$ cat src/rws_pkg.sv
// Shared types and constants for the roulette wheel selection block.
// Item structs, function codes and datapath control bundle; no dependencies.
package rws_pkg;

  localparam logic FUNC_WRITE  = 1'b0;
  localparam logic FUNC_SELECT = 1'b1;

  // Raw Q1.15 value of -1.0; also the bit that turns a fitness into its weight.
  localparam logic [15:0] FIT_RESET = 16'h8000;

  typedef struct packed {
    logic               func;
    logic [3:0]         slot;
    logic signed [15:0] fitness;
    logic [15:0]        rand_fraction;
  } in_item_t;

  typedef struct packed {
    logic [4:0]         chosen_slot;
    logic [3:0]         best_slot;
    logic signed [15:0] best_fitness;
    logic               write_rejected;
  } out_item_t;

  typedef struct packed {
    logic clear;
    logic sum_en;
    logic mul_en;
    logic pick_en;
  } dp_ctl_t;

endpackage

$ cat src/roulette_wheel_selection.sv
// Roulette wheel selection: fitness table, scan sequencer and shared datapath.
// Write item: result strobe in the cycle after accept, busy never rises.
// Select item: busy while the single table read port is scanned twice over the
// n active slots; result strobe in the same cycle that busy falls.
// Reset: all slots read -1.0, pop_size is 10. Results cannot be stalled.
// Depends on rws_pkg, rws_table and rws_dp.
module roulette_wheel_selection #(
  parameter int MAX_POPULATION = 16
) (
  input  logic               clk,
  input  logic               rst_n,
  input  logic               start,
  output logic               busy,
  input  rws_pkg::in_item_t  in_item,
  output logic               out_valid,
  output rws_pkg::out_item_t out_item,
  input  logic               cfg_valid,
  output logic               cfg_ready,
  input  logic [4:0]         cfg_data
);

  localparam int IW = $clog2(MAX_POPULATION);

  typedef enum logic [2:0] {
    S_IDLE,
    S_SUM_RD,
    S_SUM_END,
    S_MUL,
    S_PICK_RD,
    S_PICK_END,
    S_OUT
  } state_t;

  state_t             state_r, state_nxt;
  logic [IW-1:0]      idx_r, idx_nxt;
  logic               cons_r, cons_nxt;
  logic               cons_sum_r, cons_sum_nxt;
  logic [IW-1:0]      cons_idx_r, cons_idx_nxt;
  logic [15:0]        frac_r, frac_nxt;
  logic               out_valid_r, out_valid_nxt;
  rws_pkg::out_item_t out_item_r, out_item_nxt;
  logic [4:0]         pop_size_r;

  logic [4:0]         n_w;
  logic [IW-1:0]      last_w;
  logic               rejected_w;
  logic               accept_w;
  logic               we_w;
  rws_pkg::dp_ctl_t   ctl_w;
  logic [15:0]        rdata_w;
  logic               found_w;
  logic [IW-1:0]      chosen_idx_w;
  logic [IW-1:0]      best_idx_w;
  logic signed [15:0] best_fit_w;

  always_comb begin
    if (pop_size_r == 5'd0) begin
      n_w = 5'd1;
    end else if (32'(pop_size_r) > MAX_POPULATION) begin
      n_w = 5'(MAX_POPULATION);
    end else begin
      n_w = pop_size_r;
    end
  end

  assign last_w     = IW'(n_w - 5'd1);
  assign rejected_w = {1'b0, in_item.slot} >= n_w;
  assign accept_w   = start && (state_r == S_IDLE);
  assign we_w       = accept_w && (in_item.func == rws_pkg::FUNC_WRITE) && !rejected_w;

  always_comb begin
    state_nxt     = state_r;
    idx_nxt       = idx_r;
    cons_nxt      = 1'b0;
    cons_sum_nxt  = cons_sum_r;
    cons_idx_nxt  = cons_idx_r;
    frac_nxt      = frac_r;
    out_valid_nxt = 1'b0;
    out_item_nxt  = out_item_r;
    ctl_w         = '0;
    ctl_w.sum_en  = cons_r && cons_sum_r;
    ctl_w.pick_en = cons_r && !cons_sum_r;
    unique case (state_r)
      S_IDLE: begin
        if (start) begin
          frac_nxt = in_item.rand_fraction;
          if (in_item.func == rws_pkg::FUNC_WRITE) begin
            out_item_nxt.chosen_slot    = '0;
            out_item_nxt.best_slot      = '0;
            out_item_nxt.best_fitness   = '0;
            out_item_nxt.write_rejected = rejected_w;
            out_valid_nxt               = 1'b1;
          end else begin
            ctl_w.clear = 1'b1;
            idx_nxt     = '0;
            state_nxt   = S_SUM_RD;
          end
        end
      end
      S_SUM_RD: begin
        cons_nxt     = 1'b1;
        cons_sum_nxt = 1'b1;
        cons_idx_nxt = idx_r;
        if (idx_r == last_w) begin
          state_nxt = S_SUM_END;
        end else begin
          idx_nxt = idx_r + 1'b1;
        end
      end
      S_SUM_END: begin
        state_nxt = S_MUL;
      end
      S_MUL: begin
        ctl_w.mul_en = 1'b1;
        idx_nxt      = '0;
        state_nxt    = S_PICK_RD;
      end
      S_PICK_RD: begin
        cons_nxt     = 1'b1;
        cons_sum_nxt = 1'b0;
        cons_idx_nxt = idx_r;
        if (idx_r == last_w) begin
          state_nxt = S_PICK_END;
        end else begin
          idx_nxt = idx_r + 1'b1;
        end
      end
      S_PICK_END: begin
        state_nxt = S_OUT;
      end
      S_OUT: begin
        out_item_nxt.chosen_slot    = found_w ? 5'(chosen_idx_w) : n_w;
        out_item_nxt.best_slot      = 4'(best_idx_w);
        out_item_nxt.best_fitness   = best_fit_w;
        out_item_nxt.write_rejected = 1'b0;
        out_valid_nxt               = 1'b1;
        state_nxt                   = S_IDLE;
      end
      default: begin
        state_nxt = S_IDLE;
      end
    endcase
  end

  always_ff @(posedge clk) begin
    if (!rst_n) begin
      state_r     <= S_IDLE;
      cons_r      <= 1'b0;
      out_valid_r <= 1'b0;
      pop_size_r  <= 5'd10;
    end else begin
      state_r     <= state_nxt;
      cons_r      <= cons_nxt;
      out_valid_r <= out_valid_nxt;
      if (cfg_valid && cfg_ready) begin
        pop_size_r <= cfg_data;
      end
    end
    idx_r      <= idx_nxt;
    cons_sum_r <= cons_sum_nxt;
    cons_idx_r <= cons_idx_nxt;
    frac_r     <= frac_nxt;
    out_item_r <= out_item_nxt;
  end

  rws_table #(
    .DEPTH (MAX_POPULATION),
    .IW    (IW)
  ) u_table (
    .clk   (clk),
    .rst_n (rst_n),
    .we    (we_w),
    .waddr (IW'(in_item.slot)),
    .wdata (in_item.fitness),
    .raddr (idx_r),
    .rdata (rdata_w)
  );

  rws_dp #(
    .IW (IW)
  ) u_dp (
    .clk        (clk),
    .rst_n      (rst_n),
    .ctl        (ctl_w),
    .idx        (cons_idx_r),
    .rdata      (rdata_w),
    .frac       (frac_r),
    .found      (found_w),
    .chosen_idx (chosen_idx_w),
    .best_idx   (best_idx_w),
    .best_fit   (best_fit_w)
  );

  assign busy      = (state_r != S_IDLE);
  assign out_valid = out_valid_r;
  assign out_item  = out_item_r;
  assign cfg_ready = 1'b1;

  a_strobe_idle: assert property (@(posedge clk) disable iff (!rst_n)
    out_valid |-> !busy)
    else $error("result strobe while busy");

  a_write_one_cycle: assert property (@(posedge clk) disable iff (!rst_n)
    (start && !busy && (in_item.func == rws_pkg::FUNC_WRITE)) |=> (out_valid && !busy))
    else $error("write item did not complete in one cycle");

  a_select_busy: assert property (@(posedge clk) disable iff (!rst_n)
    (start && !busy && (in_item.func == rws_pkg::FUNC_SELECT)) |=> (busy && !out_valid))
    else $error("select item did not start a scan");

  a_reject_zero: assert property (@(posedge clk) disable iff (!rst_n)
    (out_valid && out_item.write_rejected) |->
      ((out_item.chosen_slot == '0) && (out_item.best_fitness == '0)))
    else $error("rejected write carries nonzero fields");

  a_pass_order: assert property (@(posedge clk) disable iff (!rst_n)
    (state_r == S_MUL) |-> ($past(state_r) == S_SUM_END))
    else $error("threshold taken before first pass ended");

endmodule

$ cat src/rws_table.sv
// Fitness table: one write port, one registered read port, per-entry valid bits.
// An entry never written since reset reads as -1.0. Uses rws_pkg.
module rws_table #(
  parameter int DEPTH = 16,
  parameter int IW    = $clog2(DEPTH)
) (
  input  logic          clk,
  input  logic          rst_n,
  input  logic          we,
  input  logic [IW-1:0] waddr,
  input  logic [15:0]   wdata,
  input  logic [IW-1:0] raddr,
  output logic [15:0]   rdata
);

  logic [15:0]      mem_r [DEPTH];
  logic [DEPTH-1:0] valid_r;
  logic [15:0]      rd_data_r;
  logic             rd_vld_r;

  always_ff @(posedge clk) begin
    if (we) begin
      mem_r[waddr] <= wdata;
    end
    rd_data_r <= mem_r[raddr];
  end

  always_ff @(posedge clk) begin
    if (!rst_n) begin
      valid_r  <= '0;
      rd_vld_r <= 1'b0;
    end else begin
      if (we) begin
        valid_r[waddr] <= 1'b1;
      end
      rd_vld_r <= valid_r[raddr];
    end
  end

  assign rdata = rd_vld_r ? rd_data_r : rws_pkg::FIT_RESET;

endmodule

$ cat src/rws_dp.sv
// Shared accumulate/compare unit: weight sum and best tracking on the first pass,
// threshold multiply, then running sum against threshold on the second. Uses rws_pkg.
module rws_dp #(
  parameter int IW = 4
) (
  input  logic                clk,
  input  logic                rst_n,
  input  rws_pkg::dp_ctl_t    ctl,
  input  logic [IW-1:0]       idx,
  input  logic [15:0]         rdata,
  input  logic [15:0]         frac,
  output logic                found,
  output logic [IW-1:0]       chosen_idx,
  output logic [IW-1:0]       best_idx,
  output logic signed [15:0]  best_fit
);

  localparam int TW = 16 + IW;
  localparam int PW = 16 + TW;

  logic [TW-1:0]        total_r, total_nxt;
  logic [TW-1:0]        running_r, running_nxt;
  logic [PW-1:0]        thr_r, thr_nxt;
  logic signed [15:0]   best_fit_r, best_fit_nxt;
  logic [IW-1:0]        best_idx_r, best_idx_nxt;
  logic [IW-1:0]        chosen_idx_r, chosen_idx_nxt;
  logic                 found_r, found_nxt;
  logic [15:0]          weight_w;
  logic [TW-1:0]        sum_w;

  assign weight_w = rdata ^ rws_pkg::FIT_RESET;

  always_comb begin
    total_nxt      = total_r;
    running_nxt    = running_r;
    thr_nxt        = thr_r;
    best_fit_nxt   = best_fit_r;
    best_idx_nxt   = best_idx_r;
    chosen_idx_nxt = chosen_idx_r;
    found_nxt      = found_r;
    sum_w          = '0;
    if (ctl.clear) begin
      total_nxt   = '0;
      running_nxt = '0;
      found_nxt   = 1'b0;
    end
    if (ctl.sum_en) begin
      total_nxt = total_r + TW'(weight_w);
      if ((idx == '0) || ($signed(rdata) > best_fit_r)) begin
        best_fit_nxt = $signed(rdata);
        best_idx_nxt = idx;
      end
    end
    if (ctl.mul_en) begin
      thr_nxt = PW'(frac) * PW'(total_r);
    end
    if (ctl.pick_en) begin
      sum_w       = running_r + TW'(weight_w);
      running_nxt = sum_w;
      if (!found_r && ({sum_w, 16'h0000} > thr_r)) begin
        found_nxt      = 1'b1;
        chosen_idx_nxt = idx;
      end
    end
  end

  always_ff @(posedge clk) begin
    total_r      <= total_nxt;
    running_r    <= running_nxt;
    thr_r        <= thr_nxt;
    best_fit_r   <= best_fit_nxt;
    best_idx_r   <= best_idx_nxt;
    chosen_idx_r <= chosen_idx_nxt;
  end

  always_ff @(posedge clk) begin
    if (!rst_n) begin
      found_r <= 1'b0;
    end else begin
      found_r <= found_nxt;
    end
  end

  assign found      = found_r;
  assign chosen_idx = chosen_idx_r;
  assign best_idx   = best_idx_r;
  assign best_fit   = best_fit_r;

endmodule

$ cat config.mk
export PLATFORM = sky130hd
export DESIGN_NAME = roulette_wheel_selection
export DESIGN_NICKNAME = d
export VERILOG_FILES = /design/src/rws_pkg.sv /design/src/roulette_wheel_selection.sv /design/src/rws_table.sv /design/src/rws_dp.sv
export SDC_FILE = /design/constraint.sdc
export NUM_CORES = 1
export LEC_CHECK = 0
export BUFFER_PORTS_ARGS = -buffer_cell sky130_fd_sc_hd__buf_4
export CORE_MARGIN = 2
export CORE_UTILIZATION = 60
export CTS_CLUSTER_DIAMETER = 120
export DETAILED_ROUTE_END_ITERATION = 8
export PLACE_DENSITY = 0.88
export SLEW_MARGIN = 20
export SYNTH_ARGS = -nofsm -noshare
export SYNTH_HDL_FRONTEND = slang
export SYNTH_HIERARCHICAL = 1
export SYNTH_SLANG_ARGS = --single-unit
$ cat constraint.sdc
create_clock -name clk -period 16.2 [get_ports clk]
set_input_delay 1.62 -clock clk [delete_from_list [all_inputs] [get_ports clk]]
set_output_delay 1.62 -clock clk [all_outputs]
set_load 0.05 [all_outputs]
==> results by group <==
Yosys
  • Synthesized area per cell: 12.17 um2
  • Post-Syn Area: 29820 um2
  • Asr flop ratio synth: 0%
  • Flops & latches, synth: 451
  • Main area contributors after synthesis: edfxtp_1 41%, fa_1 17%, ha_1 7.6%
  • Post-synth EDFFs: 407
  • Synth Warn #: 6
  • Unique cell type count in the Yosys netlist: 77
  • Leading area contributor after synthesis: edfxtp_1
  • Mapped Cells: 2451
  • Register area share after synthesis: 43.94%
  • Post-synth top area share: 40.99%
  • Mapped Nets: 2930
  • Synth Flop Type: edfxtp_1

Floorplanning
  • I/O Pins: 75
  • Core Area: 48950 um2
  • Die Wd: 226.9 um
  • Row count: 81
  • Initial core utilization: 60.91%
  • Die Y: 226.9 um
  • Die ar.: 51500 um2

CTS
  • Root buffer cell: clkbuf_16
  • Post_cts resized: 0
  • Setup bufs post-CTS: 0
  • Clock transition at path regs: 0.07 ns
  • CTS Hold Bufs: 0
  • Inserted Clock Buffers: 46
  • Clk_lat worst skew: 0.61 ns
  • H-tree levels: 2
  • TritonCTS clock tree: yes
  • Clock Sinks: 451
  • Clk buf depth: 3

Hold path
  • Worst hold-check path type: reg -> reg

Detailed routing
  • DRT Pass-1 Iters: 6
  • DRT antenna net count: 0
  • # DRC: 0
  • WL final: 72160 um
  • DR WL/cell: 22.61 um
  • Vias per inst: 6.102
  • Drt initial violations: 2140
  • DR vias: 19471

Worst setup path
  • Buf/Inv on CP: 4
  • Worst stage delay on the critical path: 0.70 ns
  • CP max FO: 20
  • Crit path DAT: 7.04 ns
  • Crit path kind: reg -> reg
  • FF-to-FF End: u_dp/thr_r[30]
  • Worst path required time: 16.53 ns
  • Worst setup EP type: register
  • CP most frequent cell: fa_1
  • FF-to-FF Start: frac_r[4]
  • CP max-delay cell: edfxtp_1
  • Instance count on the critical path: 19
  • CP Cell Sequence: and2_1, fa_1, inv_1, fa_1, inv_1, fa_1, fa_1, fa_1, inv_1, fa_1, inv_1, ha_1, a21oi_1, o21ai_0, a221oi_1, o21ai_0, a31oi_1, o21ai_0, xor2_1
  • Worst Setup Start Kind: register
  • Critical Path End: u_dp/thr_r[30]
  • CP top delay family: adder cells
  • Worst setup path startpoint: frac_r[4]
  • R2R cell count: 19
  • Worst R2R Setup Slack: 9.50 ns

Global routing
  • First-pass GRT wire length: 113400 um
  • Gr usage total: 29.18%
  • Grt ovf: 0
  • Vias in the first global route: 20607
  • Initial antenna violation count: 1
  • Largest net degree at the start of global routing: 75

Pwr
  • Power Density: 215.7 nW/um2
  • Power, Total: 7.020 mW
  • Worst VDD drop: 0.0003963 V
  • P_leak: 13.50 nW

Timing
  • Final min period: 6.704 ns
  • Setup Total Neg Slack: 0 ns
  • Fin. Hold Viols: 0
  • Crit share post-route: 41.38%
  • Count of final max-slew check failures: 0
  • Maximum clock frequency: 149.2 MHz
  • Max-Slew Margin vs Limit: 23.58%
  • Final setup fails: 0
  • Least-Margin Pin Slew: 1.142 ns
  • Clk_skew: 0.05243 ns
  • RSZ-0062 raised after global routing: no

Place
  • Hpwl dp: 48700 um
  • Port Buffers: 73
  • Routability Congestion: 0.9928
  • Placed instance area: 30930 um2

Layout
  • N_diodes: 0
  • # fillers: 3306
  • Multi-input logic area: 14980 um2
  • Post-route cell area: 32550 um2
  • Fin nets: 2968
  • Share of cells above drive strength 1: 10.45%
  • Area grow syn2layout: 9.148%
  • Seq. cell area: 13100 um2

Run status
  • Status: finished clean

Run
  • Max-cap violations: 0
## registers in the layout (all words and copies together), names as in the netlist, 4 cells and up
name / cells
pop_size_r: 5
u_dp/total_r: 20
u_table/rd_data_r: 16
u_dp/running_r: 20
out_item: 26
idx_r: 4
u_table/mem_r: 256
cons_idx_r: 4
u_dp/thr_r: 36
u_dp/best_fit: 16
u_dp/chosen_idx: 4
u_dp/best_idx: 4
frac_r: 16
u_table/valid_r: 16
## worst register-to-register path, cell delays in order, from the launching register on
cell      delay (ns)
edfxtp_1        0.70
and2_1          0.33
fa_1            0.55
inv_1           0.05
fa_1            0.48
inv_1           0.05
fa_1            0.48
fa_1            0.50
fa_1            0.49
inv_1           0.06
fa_1            0.58
inv_1           0.05
ha_1            0.37
a21oi_1         0.36
o21ai_0         0.22
a221oi_1        0.31
o21ai_0         0.12
a31oi_1         0.40
o21ai_0         0.17
xor2_1          0.16
## through the flow
stage	hold WS, ns	setup slack, ns	util [%]	cells
6_report	0.4731	9.496	66.49	3191
3_3_place_gp	0.4400	9.725	63.18	3104
5_1_grt	0.4958	9.130	66.49	3191
3_5_place_dp	0.4553	9.574	63.18	3104
4_1_cts	0.4711	9.537	66.44	3190
2_1_floorplan	0.4324	10.07	-	2451
## layer usage
layer	GRT usage, %	vias to the layer above	share of wire, %	wire length (um)
met3	5.546	270	8.6	6208
met2	49.57	1099	50	36330
li1	-	8426	-	-
met5	0	-	0.018	13
met1	35.92	9674	35	25580
met4	14.60	2	5.6	4017
## synth_stat cells (4+ instances only)
library cell,n
buf_1,5
ha_1,181
a211o_1,4
mux4_2,59
o21bai_1,6
nor3_1,23
and3_1,4
nor2_1,83
nor2b_1,16
nand2_1,246
clkbuf_1,89
a22oi_1,27
a31oi_1,8
buf_6,4
o21a_1,39
xnor2_1,35
and2_1,206
a21oi_1,72
nand2b_1,17
a211oi_1,11
xor2_1,26
a22oi_2,6
edfxtp_1,407
mux2i_1,10
fa_1,252
o211ai_1,8
nor4_1,8
o31ai_1,6
nand3b_1,5
inv_1,341
nand4_1,17
mux4_1,7
nand3_1,22
a21o_1,35
o21ai_0,46
o21ai_1,4
or2_2,6
nor4b_1,4
dfxtp_1,44
buf_2,6
## kinds of logic after synthesis
group / count (synthesis) / share of synthesized area, %
AOI/OAI and AO/OA: 305 / 6.991
xor gates and xnor gates: 61 / 1.792
adders and majority gates: 434 / 24.55
buffers and inverters: 450 / 5.938
DFF: 451 / 43.94
muxes: 78 / 5.484
other: 1 / 0.01258
and+or+nand+nor: 671 / 11.29
## layout by cell type (no fill, tap or decap), types with 22 or more instances in the layout
| master | netlist | final |
|---|---|---|
| edfxtp_1 | 407 | 407 |
| inv_1 | 341 | 341 |
| fa_1 | 252 | 252 |
| nand2_1 | 246 | 246 |
| and2_1 | 206 | 206 |
| ha_1 | 181 | 181 |
| buf_4 | 3 | 98 |
| nor2_1 | 83 | 81 |
| a21oi_1 | 72 | 72 |
| mux4_2 | 59 | 59 |
| clkbuf_16 | 0 | 46 |
| o21ai_0 | 46 | 46 |
| dfxtp_1 | 44 | 44 |
| o21a_1 | 39 | 39 |
| xnor2_1 | 35 | 35 |
| a21o_1 | 35 | 35 |
| a22oi_1 | 27 | 27 |
| xor2_1 | 26 | 26 |
| nand3_1 | 22 | 22 |
## final cells by class
class,instances,area share (%)
multi-input combinational,1550,46.02
inverter,341,3.933
tap,664,2.553
sequential,451,40.26
timing repair buffer,99,2.322
clock buffer,55,3.672
clock inverter,31,1.242
## where the power goes
part,total (mW),switching (mW),internal (mW)
Combinational,4.34,2.66,1.68
Clock,1.12,0.477,0.647
Sequential,1.55,0.0555,1.50
## worst min-delay path by stage
stage | startpoint | to | slack [ns] | cells past startpoint
finish | u_table/valid_r[10] | u_table/valid_r[10] | 0.47 | 1
global route | u_table/valid_r[10] | u_table/valid_r[10] | 0.50 | 1
CTS | u_table/valid_r[10] | u_table/valid_r[10] | 0.47 | 1
detailed placement | u_table/valid_r[10] | u_table/valid_r[10] | 0.46 | 1
global placement | u_table/valid_r[4] | u_table/valid_r[4] | 0.44 | 1
floorplan | u_table/valid_r[1] | u_table/valid_r[1] | 0.43 | 1
No activity file was read; power rests on OpenSTA's default activity.
